**config.mk**
```make
export PLATFORM = sky130hd
export DESIGN_NAME = second_chance_frame_table_core
export DESIGN_NICKNAME = d
export VERILOG_FILES = /design/src/rtl/core/scft_pkg.sv /design/src/rtl/core/scft_front.sv /design/src/rtl/core/scft_back.sv /design/src/rtl/core/second_chance_frame_table_core.sv
export SDC_FILE = /design/constraint.sdc
export NUM_CORES = 2
export LEC_CHECK = 0
export BUFFER_PORTS_ARGS = -buffer_cell sky130_fd_sc_hd__buf_2
export CORE_ASPECT_RATIO = 1.1
export CORE_MARGIN = 1
export CORE_UTILIZATION = 59
export DETAILED_ROUTE_END_ITERATION = 6
export HOLD_SLACK_MARGIN = 0.05
export MAX_ROUTING_LAYER = met4
export PLACE_DENSITY = 0.75
export SKIP_LAST_GASP = 1
export SLEW_MARGIN = 10
export SYNTH_ARGS = -nofsm -noshare
export SYNTH_HDL_FRONTEND = slang
export SYNTH_SLANG_ARGS = --single-unit
```
**constraint.sdc**
```tcl
create_clock -name clk -period 4.8 [get_ports clk]
set_input_delay 0.48 -clock clk [delete_from_list [all_inputs] [get_ports clk]]
set_output_delay 0.48 -clock clk [all_outputs]
set_load 0.005 [all_outputs]
```
**src/rtl/core/scft_pkg.sv**
```systemverilog
// Shared types and constants of the second-chance frame table.
// Used by every module of the block; depends on nothing.
package scft_pkg;

    localparam int FRAME_COUNT   = 64;
    localparam int PAGE_TAG_BITS = 20;
    localparam int OWNER_BITS    = 8;
    localparam int FRAME_BITS    = $clog2(FRAME_COUNT);
    localparam int CNT_BITS      = $clog2(FRAME_COUNT + 1);
    localparam int ITER_BITS     = CNT_BITS + 1;
    localparam int POOL_BITS     = 7;
    localparam int CMD_BITS      = 3;
    localparam int QUEUE_DEPTH   = 2;
    localparam logic [POOL_BITS-1:0] POOL_RESET = POOL_BITS'(64);

    typedef enum logic [CMD_BITS-1:0] {
        CMD_ALLOC      = 3'd0,
        CMD_LOOKUP     = 3'd1,
        CMD_PIN        = 3'd2,
        CMD_UNPIN      = 3'd3,
        CMD_FREE       = 3'd4,
        CMD_FREE_OWNER = 3'd5,
        CMD_TOUCH      = 3'd6
    } cmd_t;

    typedef enum logic [1:0] {
        ST_OK      = 2'd0,
        ST_MISS    = 2'd1,
        ST_NOFRAME = 2'd2
    } stat_t;

    typedef enum logic [1:0] {
        ACT_DROP = 2'd0,
        ACT_SWAP = 2'd1,
        ACT_FILE = 2'd2
    } act_t;

    typedef struct packed {
        logic [CMD_BITS-1:0]      cmd;
        logic [PAGE_TAG_BITS-1:0] tag;
        logic [OWNER_BITS-1:0]    owner;
        logic [FRAME_BITS-1:0]    fidx;
        logic                     file;
        logic                     wr;
    } item_t;

    typedef struct packed {
        logic [1:0]               status;
        logic [FRAME_BITS-1:0]    frame;
        logic                     victim_valid;
        logic [PAGE_TAG_BITS-1:0] victim_page;
        logic [OWNER_BITS-1:0]    victim_owner;
        logic [1:0]               victim_action;
    } res_t;

endpackage

```
**src/rtl/core/scft_front.sv**
```systemverilog
// Front end of the frame table: takes command words and queues them.
// Depends on scft_pkg.
module scft_front import scft_pkg::*; (
    input  logic                     clk,
    input  logic                     rst_n,
    input  logic                     start,
    input  logic [CMD_BITS-1:0]      command,
    input  logic [PAGE_TAG_BITS-1:0] page_tag,
    input  logic [OWNER_BITS-1:0]    owner_id,
    input  logic [FRAME_BITS-1:0]    frame_index,
    input  logic                     file_backed,
    input  logic                     is_write,
    output logic                     busy,
    output logic                     item_valid,
    output item_t                    item,
    input  logic                     item_pop
);

    localparam int QB = $clog2(QUEUE_DEPTH);

    item_t            queue_reg [QUEUE_DEPTH];
    logic [QB-1:0]    wptr_reg;
    logic [QB-1:0]    rptr_reg;
    logic [QB:0]      fill_reg;
    logic             push;
    logic             pop;
    item_t            in_item;

    always_comb
    begin
        in_item.cmd   = command;
        in_item.tag   = page_tag;
        in_item.owner = owner_id;
        in_item.fidx  = frame_index;
        // Only allocate keeps the file flag and only touch keeps the write flag.
        in_item.file  = file_backed && (cmd_t'(command) == CMD_ALLOC);
        in_item.wr    = is_write && (cmd_t'(command) == CMD_TOUCH);
    end

    assign busy       = (fill_reg == (QB+1)'(QUEUE_DEPTH));
    assign item_valid = (fill_reg != '0);
    assign item       = queue_reg[rptr_reg];
    assign push       = start && !busy;
    assign pop        = item_pop && item_valid;

    always_ff @(posedge clk)
    begin
        if (push)
        begin
            queue_reg[wptr_reg] <= in_item;
        end
    end

    always_ff @(posedge clk or negedge rst_n)
    begin
        if (!rst_n)
        begin
            wptr_reg <= '0;
            rptr_reg <= '0;
            fill_reg <= '0;
        end
        else
        begin
            if (push)
            begin
                wptr_reg <= (wptr_reg == QB'(QUEUE_DEPTH - 1)) ? '0 : wptr_reg + 1'b1;
            end
            if (pop)
            begin
                rptr_reg <= (rptr_reg == QB'(QUEUE_DEPTH - 1)) ? '0 : rptr_reg + 1'b1;
            end
            if (push && !pop)
            begin
                fill_reg <= fill_reg + 1'b1;
            end
            else if (pop && !push)
            begin
                fill_reg <= fill_reg - 1'b1;
            end
        end
    end

endmodule

```
**src/rtl/core/scft_back.sv**
```systemverilog
// Back end of the frame table: the frame pool, the age-ordered linked list
// and the sequencer that walks it. Depends on scft_pkg.
module scft_back import scft_pkg::*; (
    input  logic                  clk,
    input  logic                  rst_n,
    input  logic                  item_valid,
    input  item_t                 item,
    output logic                  item_pop,
    input  logic                  cfg_wr_en,
    input  logic [POOL_BITS-1:0]  cfg_wr_data,
    output logic                  done,
    output res_t                  res,
    output logic [CNT_BITS-1:0]   total_count,
    output logic [CNT_BITS-1:0]   pinned_count
);

    typedef enum logic [3:0] {
        S_IDLE,
        S_EXEC,
        S_SC_RD,
        S_SC_EV,
        S_WK_RD,
        S_WK_EV,
        S_FO_RD,
        S_FO_EV,
        S_RM_RD,
        S_UNLINK,
        S_APPEND
    } state_t;

    state_t                    state_reg;
    item_t                     op_reg;
    logic [POOL_BITS-1:0]      pool_reg;
    logic [FRAME_COUNT-1:0]    busy_reg;
    logic [FRAME_COUNT-1:0]    valid_reg;
    logic [FRAME_COUNT-1:0]    pin_reg;
    logic [FRAME_COUNT-1:0]    acc_reg;
    logic [FRAME_COUNT-1:0]    dirty_reg;
    logic [FRAME_COUNT-1:0]    file_reg;
    logic [FRAME_BITS-1:0]     head_reg;
    logic [FRAME_BITS-1:0]     tail_reg;
    logic [CNT_BITS-1:0]       len_reg;
    logic [CNT_BITS-1:0]       pinned_reg;
    logic [FRAME_BITS-1:0]     cur_reg;
    logic [FRAME_BITS-1:0]     k_reg;
    logic [ITER_BITS-1:0]      iter_reg;
    logic [CNT_BITS-1:0]       left_reg;
    logic                      done_reg;
    res_t                      res_reg;

    logic [PAGE_TAG_BITS-1:0]  page_mem  [FRAME_COUNT];
    logic [OWNER_BITS-1:0]     owner_mem [FRAME_COUNT];
    logic [FRAME_BITS-1:0]     next_mem  [FRAME_COUNT];
    logic [FRAME_BITS-1:0]     prev_mem  [FRAME_COUNT];
    logic [PAGE_TAG_BITS-1:0]  rd_page_reg;
    logic [OWNER_BITS-1:0]     rd_owner_reg;
    logic [FRAME_BITS-1:0]     rd_next_reg;
    logic [FRAME_BITS-1:0]     rd_prev_reg;

    logic                      ent_we;
    logic                      nxt_we;
    logic [FRAME_BITS-1:0]     nxt_wa;
    logic [FRAME_BITS-1:0]     nxt_wd;
    logic                      prv_we;
    logic [FRAME_BITS-1:0]     prv_wa;
    logic [FRAME_BITS-1:0]     prv_wd;

    logic [CNT_BITS-1:0]       pool_lim;
    logic                      free_found;
    logic [FRAME_BITS-1:0]     free_idx;
    logic [1:0]                cur_action;

    assign item_pop     = (state_reg == S_IDLE) && item_valid;
    assign done         = done_reg;
    assign res          = res_reg;
    assign total_count  = len_reg;
    assign pinned_count = pinned_reg;

    // The pool register is used saturated to the number of frames.
    assign pool_lim = (32'(pool_reg) > FRAME_COUNT) ? CNT_BITS'(FRAME_COUNT)
                                                    : CNT_BITS'(pool_reg);

    // Lowest free frame below the pool limit.
    always_comb
    begin
        free_found = 1'b0;
        free_idx   = '0;
        for (int i = FRAME_COUNT - 1; i >= 0; i--)
        begin
            if ((i < int'(pool_lim)) && !busy_reg[i])
            begin
                free_found = 1'b1;
                free_idx   = FRAME_BITS'(i);
            end
        end
    end

    always_comb
    begin
        if (dirty_reg[cur_reg])
        begin
            cur_action = ACT_SWAP;
        end
        else if (file_reg[cur_reg])
        begin
            cur_action = ACT_FILE;
        end
        else
        begin
            cur_action = ACT_DROP;
        end
    end

    // List pointer writes: unlink splices the neighbors, append links at the tail.
    always_comb
    begin
        ent_we = 1'b0;
        nxt_we = 1'b0;
        nxt_wa = rd_prev_reg;
        nxt_wd = rd_next_reg;
        prv_we = 1'b0;
        prv_wa = rd_next_reg;
        prv_wd = rd_prev_reg;
        case (state_reg)
            S_UNLINK:
            begin
                nxt_we = (cur_reg != head_reg);
                prv_we = (cur_reg != tail_reg);
            end
            S_APPEND:
            begin
                ent_we = 1'b1;
                prv_we = 1'b1;
                prv_wa = k_reg;
                prv_wd = tail_reg;
                nxt_we = (len_reg != '0);
                nxt_wa = tail_reg;
                nxt_wd = k_reg;
            end
            default:
            begin
            end
        endcase
    end

    always_ff @(posedge clk)
    begin
        if (ent_we)
        begin
            page_mem[k_reg]  <= op_reg.tag;
            owner_mem[k_reg] <= op_reg.owner;
        end
        if (nxt_we)
        begin
            next_mem[nxt_wa] <= nxt_wd;
        end
        if (prv_we)
        begin
            prev_mem[prv_wa] <= prv_wd;
        end
        rd_page_reg  <= page_mem[cur_reg];
        rd_owner_reg <= owner_mem[cur_reg];
        rd_next_reg  <= next_mem[cur_reg];
        rd_prev_reg  <= prev_mem[cur_reg];
    end

    always_ff @(posedge clk or negedge rst_n)
    begin
        if (!rst_n)
        begin
            state_reg  <= S_IDLE;
            pool_reg   <= POOL_RESET;
            busy_reg   <= '0;
            valid_reg  <= '0;
            pin_reg    <= '0;
            acc_reg    <= '0;
            dirty_reg  <= '0;
            file_reg   <= '0;
            head_reg   <= '0;
            tail_reg   <= '0;
            len_reg    <= '0;
            pinned_reg <= '0;
            cur_reg    <= '0;
            k_reg      <= '0;
            iter_reg   <= '0;
            left_reg   <= '0;
            done_reg   <= 1'b0;
            res_reg    <= '0;
            op_reg     <= '0;
        end
        else
        begin
            done_reg <= 1'b0;
            if (cfg_wr_en)
            begin
                pool_reg <= cfg_wr_data;
            end
            case (state_reg)
                S_IDLE:
                begin
                    if (item_valid)
                    begin
                        op_reg    <= item;
                        res_reg   <= '0;
                        state_reg <= S_EXEC;
                    end
                end

                S_EXEC:
                begin
                    case (op_reg.cmd)
                        CMD_ALLOC:
                        begin
                            if (free_found)
                            begin
                                k_reg     <= free_idx;
                                state_reg <= S_APPEND;
                            end
                            else if (len_reg == '0)
                            begin
                                res_reg.status <= ST_NOFRAME;
                                done_reg       <= 1'b1;
                                state_reg      <= S_IDLE;
                            end
                            else
                            begin
                                cur_reg   <= head_reg;
                                iter_reg  <= '0;
                                state_reg <= S_SC_RD;
                            end
                        end
                        CMD_LOOKUP, CMD_TOUCH:
                        begin
                            if (len_reg == '0)
                            begin
                                res_reg.status <= ST_MISS;
                                done_reg       <= 1'b1;
                                state_reg      <= S_IDLE;
                            end
                            else
                            begin
                                cur_reg   <= head_reg;
                                left_reg  <= len_reg;
                                state_reg <= S_WK_RD;
                            end
                        end
                        CMD_PIN, CMD_UNPIN:
                        begin
                            if (!valid_reg[op_reg.fidx])
                            begin
                                res_reg.status <= ST_MISS;
                            end
                            else if (op_reg.cmd == CMD_PIN && !pin_reg[op_reg.fidx])
                            begin
                                pin_reg[op_reg.fidx] <= 1'b1;
                                pinned_reg           <= pinned_reg + 1'b1;
                            end
                            else if (op_reg.cmd == CMD_UNPIN && pin_reg[op_reg.fidx])
                            begin
                                pin_reg[op_reg.fidx] <= 1'b0;
                                pinned_reg           <= pinned_reg - 1'b1;
                            end
                            done_reg  <= 1'b1;
                            state_reg <= S_IDLE;
                        end
                        CMD_FREE:
                        begin
                            if (!valid_reg[op_reg.fidx])
                            begin
                                res_reg.status <= ST_MISS;
                                done_reg       <= 1'b1;
                                state_reg      <= S_IDLE;
                            end
                            else
                            begin
                                cur_reg   <= op_reg.fidx;
                                state_reg <= S_RM_RD;
                            end
                        end
                        CMD_FREE_OWNER:
                        begin
                            if (len_reg == '0)
                            begin
                                done_reg  <= 1'b1;
                                state_reg <= S_IDLE;
                            end
                            else
                            begin
                                cur_reg   <= head_reg;
                                left_reg  <= len_reg;
                                state_reg <= S_FO_RD;
                            end
                        end
                        default:
                        begin
                            done_reg  <= 1'b1;
                            state_reg <= S_IDLE;
                        end
                    endcase
                end

                S_SC_RD:
                begin
                    state_reg <= S_SC_EV;
                end

                S_SC_EV:
                begin
                    if (!pin_reg[cur_reg] && !acc_reg[cur_reg])
                    begin
                        res_reg.victim_valid  <= 1'b1;
                        res_reg.victim_page   <= rd_page_reg;
                        res_reg.victim_owner  <= rd_owner_reg;
                        res_reg.victim_action <= cur_action;
                        k_reg                 <= cur_reg;
                        state_reg             <= S_UNLINK;
                    end
                    else
                    begin
                        // A set accessed bit is cleared and the entry gets a second chance.
                        if (!pin_reg[cur_reg])
                        begin
                            acc_reg[cur_reg] <= 1'b0;
                        end
                        if (iter_reg + 1'b1 == {len_reg, 1'b0})
                        begin
                            res_reg.status <= ST_NOFRAME;
                            done_reg       <= 1'b1;
                            state_reg      <= S_IDLE;
                        end
                        else
                        begin
                            iter_reg  <= iter_reg + 1'b1;
                            cur_reg   <= (cur_reg == tail_reg) ? head_reg : rd_next_reg;
                            state_reg <= S_SC_RD;
                        end
                    end
                end

                S_WK_RD:
                begin
                    state_reg <= S_WK_EV;
                end

                S_WK_EV:
                begin
                    if (rd_page_reg == op_reg.tag)
                    begin
                        if (op_reg.cmd == CMD_TOUCH)
                        begin
                            acc_reg[cur_reg] <= 1'b1;
                            if (op_reg.wr)
                            begin
                                dirty_reg[cur_reg] <= 1'b1;
                            end
                        end
                        else
                        begin
                            res_reg.frame <= cur_reg;
                        end
                        done_reg  <= 1'b1;
                        state_reg <= S_IDLE;
                    end
                    else if (left_reg == CNT_BITS'(1))
                    begin
                        res_reg.status <= ST_MISS;
                        done_reg       <= 1'b1;
                        state_reg      <= S_IDLE;
                    end
                    else
                    begin
                        left_reg  <= left_reg - 1'b1;
                        cur_reg   <= rd_next_reg;
                        state_reg <= S_WK_RD;
                    end
                end

                S_FO_RD:
                begin
                    state_reg <= S_FO_EV;
                end

                S_FO_EV:
                begin
                    if (rd_owner_reg == op_reg.owner)
                    begin
                        state_reg <= S_UNLINK;
                    end
                    else if (left_reg == CNT_BITS'(1))
                    begin
                        done_reg  <= 1'b1;
                        state_reg <= S_IDLE;
                    end
                    else
                    begin
                        left_reg  <= left_reg - 1'b1;
                        cur_reg   <= rd_next_reg;
                        state_reg <= S_FO_RD;
                    end
                end

                S_RM_RD:
                begin
                    state_reg <= S_UNLINK;
                end

                S_UNLINK:
                begin
                    if (cur_reg == head_reg)
                    begin
                        head_reg <= rd_next_reg;
                    end
                    if (cur_reg == tail_reg)
                    begin
                        tail_reg <= rd_prev_reg;
                    end
                    len_reg <= len_reg - 1'b1;
                    if (pin_reg[cur_reg])
                    begin
                        pinned_reg <= pinned_reg - 1'b1;
                    end
                    valid_reg[cur_reg] <= 1'b0;
                    pin_reg[cur_reg]   <= 1'b0;
                    acc_reg[cur_reg]   <= 1'b0;
                    dirty_reg[cur_reg] <= 1'b0;
                    file_reg[cur_reg]  <= 1'b0;
                    case (op_reg.cmd)
                        CMD_ALLOC:
                        begin
                            // The evicted frame stays busy and is reused at once.
                            state_reg <= S_APPEND;
                        end
                        CMD_FREE_OWNER:
                        begin
                            busy_reg[cur_reg] <= 1'b0;
                            if (left_reg == CNT_BITS'(1))
                            begin
                                done_reg  <= 1'b1;
                                state_reg <= S_IDLE;
                            end
                            else
                            begin
                                left_reg  <= left_reg - 1'b1;
                                cur_reg   <= rd_next_reg;
                                state_reg <= S_FO_RD;
                            end
                        end
                        default:
                        begin
                            busy_reg[cur_reg] <= 1'b0;
                            done_reg          <= 1'b1;
                            state_reg         <= S_IDLE;
                        end
                    endcase
                end

                S_APPEND:
                begin
                    busy_reg[k_reg]  <= 1'b1;
                    valid_reg[k_reg] <= 1'b1;
                    pin_reg[k_reg]   <= 1'b1;
                    acc_reg[k_reg]   <= 1'b0;
                    dirty_reg[k_reg] <= 1'b0;
                    file_reg[k_reg]  <= op_reg.file;
                    if (len_reg == '0)
                    begin
                        head_reg <= k_reg;
                    end
                    tail_reg      <= k_reg;
                    len_reg       <= len_reg + 1'b1;
                    pinned_reg    <= pinned_reg + 1'b1;
                    res_reg.frame <= k_reg;
                    done_reg      <= 1'b1;
                    state_reg     <= S_IDLE;
                end

                default:
                begin
                    state_reg <= S_IDLE;
                end
            endcase
        end
    end

endmodule

```
**src/rtl/core/second_chance_frame_table_core.sv**
```systemverilog
// Top level of the second-chance frame table.
// Depends on scft_pkg, scft_front and scft_back.
//
// Usage: a command word is taken at a rising edge with start high and busy
// low. A two-entry queue sits in front of the execution sequencer, so busy
// rises only when two words wait behind the one in progress. Every word
// gives exactly one result, shown for one cycle with done high; the
// receiver cannot stall, so results are never held back.
// Lookup and touch walk the linked list in age order; free_owner walks it
// and removes each entry of the owner; allocate with eviction scans the
// list from the head, up to two passes over the table. The walk reads one
// memory entry per step, and the sequencer takes a new word only once the
// result of the previous one is shown; words sent meanwhile wait in the
// queue. The user must write pool_size through cfg_wr_en and cfg_wr_data
// only while the block is idle; the block does not enforce this. Reset
// empties the table, frees every frame and sets pool_size to 64; no
// clearing pass follows it.
module second_chance_frame_table_core import scft_pkg::*; (
    input  logic                     clk,
    input  logic                     rst_n,
    input  logic                     start,
    output logic                     busy,
    input  logic [CMD_BITS-1:0]      command,
    input  logic [PAGE_TAG_BITS-1:0] page_tag,
    input  logic [OWNER_BITS-1:0]    owner_id,
    input  logic [FRAME_BITS-1:0]    frame_index,
    input  logic                     file_backed,
    input  logic                     is_write,
    input  logic                     cfg_wr_en,
    input  logic [POOL_BITS-1:0]     cfg_wr_data,
    output logic                     done,
    output logic [1:0]               status,
    output logic [FRAME_BITS-1:0]    frame_out,
    output logic                     victim_valid,
    output logic [PAGE_TAG_BITS-1:0] victim_page,
    output logic [OWNER_BITS-1:0]    victim_owner,
    output logic [1:0]               victim_action,
    output logic [CNT_BITS-1:0]      total_count,
    output logic [CNT_BITS-1:0]      pinned_count
);

    logic  item_valid;
    item_t item;
    logic  item_pop;
    res_t  res;

    scft_front u_front (
        .clk         (clk),
        .rst_n       (rst_n),
        .start       (start),
        .command     (command),
        .page_tag    (page_tag),
        .owner_id    (owner_id),
        .frame_index (frame_index),
        .file_backed (file_backed),
        .is_write    (is_write),
        .busy        (busy),
        .item_valid  (item_valid),
        .item        (item),
        .item_pop    (item_pop)
    );

    scft_back u_back (
        .clk          (clk),
        .rst_n        (rst_n),
        .item_valid   (item_valid),
        .item         (item),
        .item_pop     (item_pop),
        .cfg_wr_en    (cfg_wr_en),
        .cfg_wr_data  (cfg_wr_data),
        .done         (done),
        .res          (res),
        .total_count  (total_count),
        .pinned_count (pinned_count)
    );

    assign status        = res.status;
    assign frame_out     = res.frame;
    assign victim_valid  = res.victim_valid;
    assign victim_page   = res.victim_page;
    assign victim_owner  = res.victim_owner;
    assign victim_action = res.victim_action;

endmodule

```
Yosys cells after proc, flatten, opt, wreduce, memory -nomap -nowiden --
Memories as Yosys holds them, arrays and structs flattened. A register that Yosys moved wholly into a read port is not among the register bits. Cells that the tools add are included.
Word-level totals: register bits after elaboration 492, bits in latches 0, bits in writable memories 2638, memory bits (read-only) 0, bits of input ports 50, output and inout bits 55, word-level logic and storage cells 642, memories 5
Operators by class: add/sub/neg operators 10, $mul 0, divide/modulo/power cells 0, order comparisons 71, equal/unequal tests 60, shift-type cells 0, mux-type cells 268, bitwise logic cells 18, reductions and logical operators 184
Memory list:
- u_back.page_mem | depth 64, bits a word 20, read ports 1, clocked after memory_dff 1, wr ports 1, line scft_back.sv:51 | logic [PAGE_TAG_BITS-1:0] page_mem [FRAME_COUNT];
- u_back.owner_mem | depth 64, bits a word 8, read ports 1, clocked after memory_dff 1, wr ports 1, line scft_back.sv:52 | logic [OWNER_BITS-1:0] owner_mem [FRAME_COUNT];
- u_back.next_mem | depth 64, bits a word 6, read ports 1, clocked after memory_dff 1, wr ports 1, line scft_back.sv:53 | logic [FRAME_BITS-1:0] next_mem [FRAME_COUNT];
- u_back.prev_mem | depth 64, bits a word 6, read ports 1, clocked after memory_dff 1, wr ports 1, line scft_back.sv:54 | logic [FRAME_BITS-1:0] prev_mem [FRAME_COUNT];
- u_front.queue_reg | depth 2, bits a word 39, read ports 1, clocked after memory_dff 1, wr ports 1, line scft_front.sv:21 | item_t queue_reg [QUEUE_DEPTH];
Operator list (number):
- two-way mux 64 bit | 12
- AND 64 bit | 9
- two-way mux 6 bit | 84
- OR 64 bit | 6
- one-hot mux 64 bit (2 select lines) | 3
- one-hot mux 64 bit (3 select lines) | 2
- one-hot mux 64 bit (4 select lines) | 1
- < comparator 6 x 7 -> 1 bit (first input constant) | 32
- NOT 64 bit | 3
- < comparator 5 x 7 -> 1 bit (first input constant) | 16
- two-way mux 1 bit | 92
- two-way mux 7 bit | 12
- logical AND 1 bit | 77
- logical NOT 1 bit | 71
- bitwise mux 64 bit | 1
- one-hot mux 31 bit (2 select lines) | 1
- < comparator 4 x 7 -> 1 bit (first input constant) | 8
- two-way mux 8 bit | 5
- one-hot mux 4 bit (10 select lines) | 1
- two-way mux 39 bit | 1
- binary-select mux 1 bit (select 6 bit) | 6
- one-hot mux 6 bit (2 select lines) | 3
- one-hot mux 6 bit (3 select lines) | 2
- two-way mux 31 bit | 1
- 64 further kinds | 162

Depth between registers and ports, before layout --
depth after elaboration 71, gate-level depth with buffers 15, depth with buffers taken out 11

Hierarchy --
Synthesis repeated with hierarchy kept, for this count alone.
Second synthesis, totals: cells, all modules 8415, area, all modules 125595.5 sq um
Modules (own cells, without submodules):
- scft_back | instances 1, cells each 8273, area an instance 122550.0 sq um, seq. area each 90863.4 sq um
- scft_front | instances 1, cells each 142, area an instance 3045.4 sq um, seq. area each 2442.3 sq um

Worst setup path before layout --
No wires, ideal clock.
path type reg2reg, start register u_back.state_reg[1], end register u_back.dirty_reg[13], library setup time 0.122 ns, arrival time 3.509 ns, required time 4.678 ns, setup slack 1.170 ns, cell stages (with the launch flop) 9, path buffers 3, period minus slack after synthesis 3.630 ns, cell sequence dfrtp_1 > clkbuf_1 > nor4bb_1 > clkbuf_1 > clkbuf_1 > nand4b_1 > nor2_1 > o21ai_0 > a32o_1
On the way: longest elaborated chain between the ends 3, elaborated cells between the ends (all ways) 9, those cells by class eq/ne (6); mux (1); reduce/logical (2)
RTL lines:
- from (decl) | line scft_back.sv:31 | state_t state_reg;
- from (signal assigned) | line scft_back.sv:171 | state_reg <= S_IDLE;
- from (signal assigned) | line scft_back.sv:205 | state_reg <= S_EXEC;
- from (signal assigned) | line scft_back.sv:217 | state_reg <= S_APPEND;
- == test 4 x 3 -> 1 bit or == test 4 bit (tied branches) | line scft_back.sv:198 | case (state_reg)
- != test 2 x 1 -> 1 bit (no source line) or nonzero test 3 bit (tied branches)
- AND reduction 4 bit (no source line)
- to (signal assigned) | line scft_back.sv:177 | dirty_reg <= '0;
- to (signal, indexed assignment) | line scft_back.sv:354 | dirty_reg[cur_reg] <= 1'b1;
- to (signal, indexed assignment) | line scft_back.sv:425 | dirty_reg[cur_reg] <= 1'b0;
- to (decl) | line scft_back.sv:38 | logic [FRAME_COUNT-1:0] dirty_reg;
Several ways; a longest one is shown, not always the timed one. A chain may end at the register's enable or synchronous reset.

==> results.json <==
{
  "report.final.slew_viol_count": 0,
  "core_area_um2": 210000,
  "antenna_found_initial": 21,
  "cp_cell_sequence": "buf_4, mux2_2, a22oi_1, a31oi_1, or4_1, o21ai_0, a211oi_1, nor2_4, buf_4, nor2_1, o22a_1",
  "post-cts-setup-buffer-count": 0,
  "synth_compound_area_frac": 0.164,
  "grt_max_degree": 93,
  "p_leak_nw": 47.6,
  "yosys.area_share.simple": 0.0503,
  "chipWidth_um": 441,
  "synth_ff_type": "edfxtp_1",
  "final_antenna_net_count": 0,
  "ys_seq_elements": 3209,
  "crit_fanout": 39,
  "worstSetupEndpointType": "flop",
  "cpMostUsedCell": "buf_4",
  "ys_async_sr_fraction": 0.165,
  "period_minus_slack_ns": 4.36,
  "cts_sinks": 3209,
  "yosysWarnings": 0,
  "post_drt_wl_per_cell_um": 37.0,
  "largest_reg_flops": 1280,
  "tritoncts": "yes",
  "worstSetupStartpointType": "flop",
  "dieHeight_um": 485,
  "power_density_nw_per_um2": 572,
  "grt_pass1_wl_um": 602000,
  "clk_pin_slew_worst_paths_ns": 0.06,
  "synth_xor_area_frac": 0.00484,
  "ctsHoldBuffers": 60,
  "drive_above_1_share": 0.138,
  "io_buffers": 104,
  "post-place-ws_ns": 0.545,
  "crit_start": "u_back.op_reg[3]$_DFFE_PN0P_",
  "nFillCells": 13500,
  "die_area_um2": 214000,
  "cap_violations": 0,
  "top_regs": "u_back.page_mem: 1280 flops, u_back.owner_mem: 512 flops",
  "nNetsFinal": 8670,
  "dpl.hpwl_um": 259000,
  "vias_per_cell": 7.40,
  "synth_area_um2": 125000,
  "io_pins": 105,
  "h-tree-depth": 5,
  "slew_headroom": 0.163,
  "hold_viol_final": 0,
  "crit_arrival_ns": 5.21,
  "irDropWorstVdd_mv": 0.525,
  "crit_required_ns": 5.64,
  "finalSetupTns_ns": 0,
  "initial_core_util": 0.596,
  "critical_path_buf_inv_count": 2,
  "syn2layout_area_growth_pct": 14.3,
  "whs_ns": 0.176,
  "cts_max_path_buffers": 4,
  "muxShareOfSynthArea": 0.0127,
  "cts_buffers": 318,
  "fp-row-count": 176,
  "first_iter_violations": 14400,
  "firstDrtPassIters": 7,
  "largest_register": "u_back.page_mem",
  "rsz0062_at_grt": "no",
  "violations": "design-rule violations",
  "first_global_vias": 82300,
  "final_cell_mix": "edfxtp_1, a22oi_1, dfrtp_1",
  "outcome": "finished with violations",
  "ys_types": 99,
  "critPathTopFamily": "simple AND/OR/NAND/NOR gates",
  "setup_viol": 0,
  "num_vias": 86100,
  "synth.net_count": 8331,
  "netlist_instances": 8269,
  "routed_wl_um": 431000,
  "rr_startpoint": "u_back.op_reg[3]$_DFFE_PN0P_",
  "synth_edf_count": 2638,
  "critPathSlowestCell": "dfrtp_2",
  "grt.overflow.total": 0,
  "worstMarginPinSlew_ns": 1.23,
  "critical_path.max_stage_delay_ns": 0.84,
  "synth-adder-area-share": 0.00126,
  "synth_top_family_by_area": "compound AO/OA/AOI/OAI gates",
  "seq_area_frac_synth": 0.747,
  "finClkSkew_ns": 0.0694,
  "setup_ws_ns": 0.436,
  "gp_congestion": 1.03,
  "postSynthAreaPerCell_um2": 15.1,
  "critPathKind": "flop to flop",
  "clock_tree.root_cell": "clkbuf_16",
  "grt_use_total": 0.412,
  "worst_hold_path_type": "primary input to asynchronous set/reset pin",
  "max_freq_mhz": 229,
  "layout_commonest_cell": "edfxtp_1",
  "clk_latency_ns": 0.98,
  "drc": 2,
  "finalCritPeriodShare": 0.909,
  "postCtsResizedCells": 0
}
-- synthesized netlist by cell type, types with 42 or more instances --
library cell / n / area share
o21ai_0: 242 / 0.0097
mux2i_1: 64 / 0.0051
nand3_1: 143 / 0.0057
a221oi_1: 230 / 0.016
o22ai_1: 67 / 0.0034
a41oi_1: 42 / 0.0029
nand2_1: 250 / 0.0075
nand4_1: 138 / 0.0069
a31oi_1: 177 / 0.0089
buf_1: 86 / 0.0026
a22oi_1: 996 / 0.060
a22o_1: 337 / 0.024
inv_1: 77 / 0.0023
o31ai_1: 65 / 0.0039
edfxtp_1: 2638 / 0.63
a21oi_1: 495 / 0.020
nor2_1: 563 / 0.017
clkbuf_1: 447 / 0.013
o22a_1: 83 / 0.0058
dfrtp_1: 530 / 0.11
-- report_power, final --
part,leakage (nW),switching (mW),internal (mW)
Clock,4.98,10.4,14.3
Sequential,31.4,1.87,34.5
Combinational,11.2,14.9,5.65
-- worst register-to-register path, cell delays in order, from the launching register on --
cell and delay, ns:
dfrtp_2 0.84, buf_4 0.33, mux2_2 0.35, a22oi_1 0.16
a31oi_1 0.18, or4_1 0.58, o21ai_0 0.22, a211oi_1 0.16
nor2_4 0.58, buf_4 0.52, nor2_1 0.13, o22a_1 0.21
-- cell type report --
class,count,area [µm²],area share
antenna,28,70.1,0.000491
clock buffer,424,8790,0.0615
clock inverter,139,1390,0.00976
inverter,80,302,0.00211
multi-input combinational,4404,29800,0.209
sequential,3209,93300,0.654
tap,2759,3450,0.0242
timing repair buffer,595,5670,0.0397
-- metrics by stage --
stage                     total power [mW]  cell area [µm²]  instances  utilization
after floorplan                       47.2           125000       8269            -
after global placement                56.1           132000      11000        0.629
after detailed placement              56.6           132000      11000        0.629
after CTS                             80.9           143000      11600        0.681
after global routing                  83.5           143000      11600        0.681
final                                 81.7           143000      11600        0.681
-- logic make-up after synthesis --
family	Yosys count
AO/OA/AOI/OAI	2874
XOR/XNOR	69
adder cells (fa/ha/maj)	12
buffers and inverters	656
flip-flops	3209
multiplexers	122
AND/OR/NAND/NOR	1327
-- worst paths after layout --
check / endpoint / slack (ns) / cells past startpoint
worst max-delay path: flop / 0.44 / 11
worst min-delay path: u_back.busy_reg[22]$_DFFE_PN0P_ / 0.18 / 2
worst max register to register: flop / 0.44 / 11
worst min register to register: u_back.pinned_count[6]$_DFFE_PN0P_ / 0.47 / 1
max in group asynchronous: u_back.op_reg[11]$_DFFE_PN0P_ / 3.48 / 3
min in group clk: u_front.queue_reg[0][35]$_DFFE_PP_ / 0.25 / 2
-- per-layer routing --
| layer | vias up | global-route usage | wire (µm) |
|---|---|---|---|
| met1 | 42800 | 0.530 | 147000 |
| met4 | 0 | 0.237 | 29700 |
| li1 | 34200 | - | - |
| met5 | - | - | 0 |
| met3 | 1534 | 0.126 | 64300 |
| met2 | 7652 | 0.579 | 190000 |
Power figures use the tool's default switching activity.
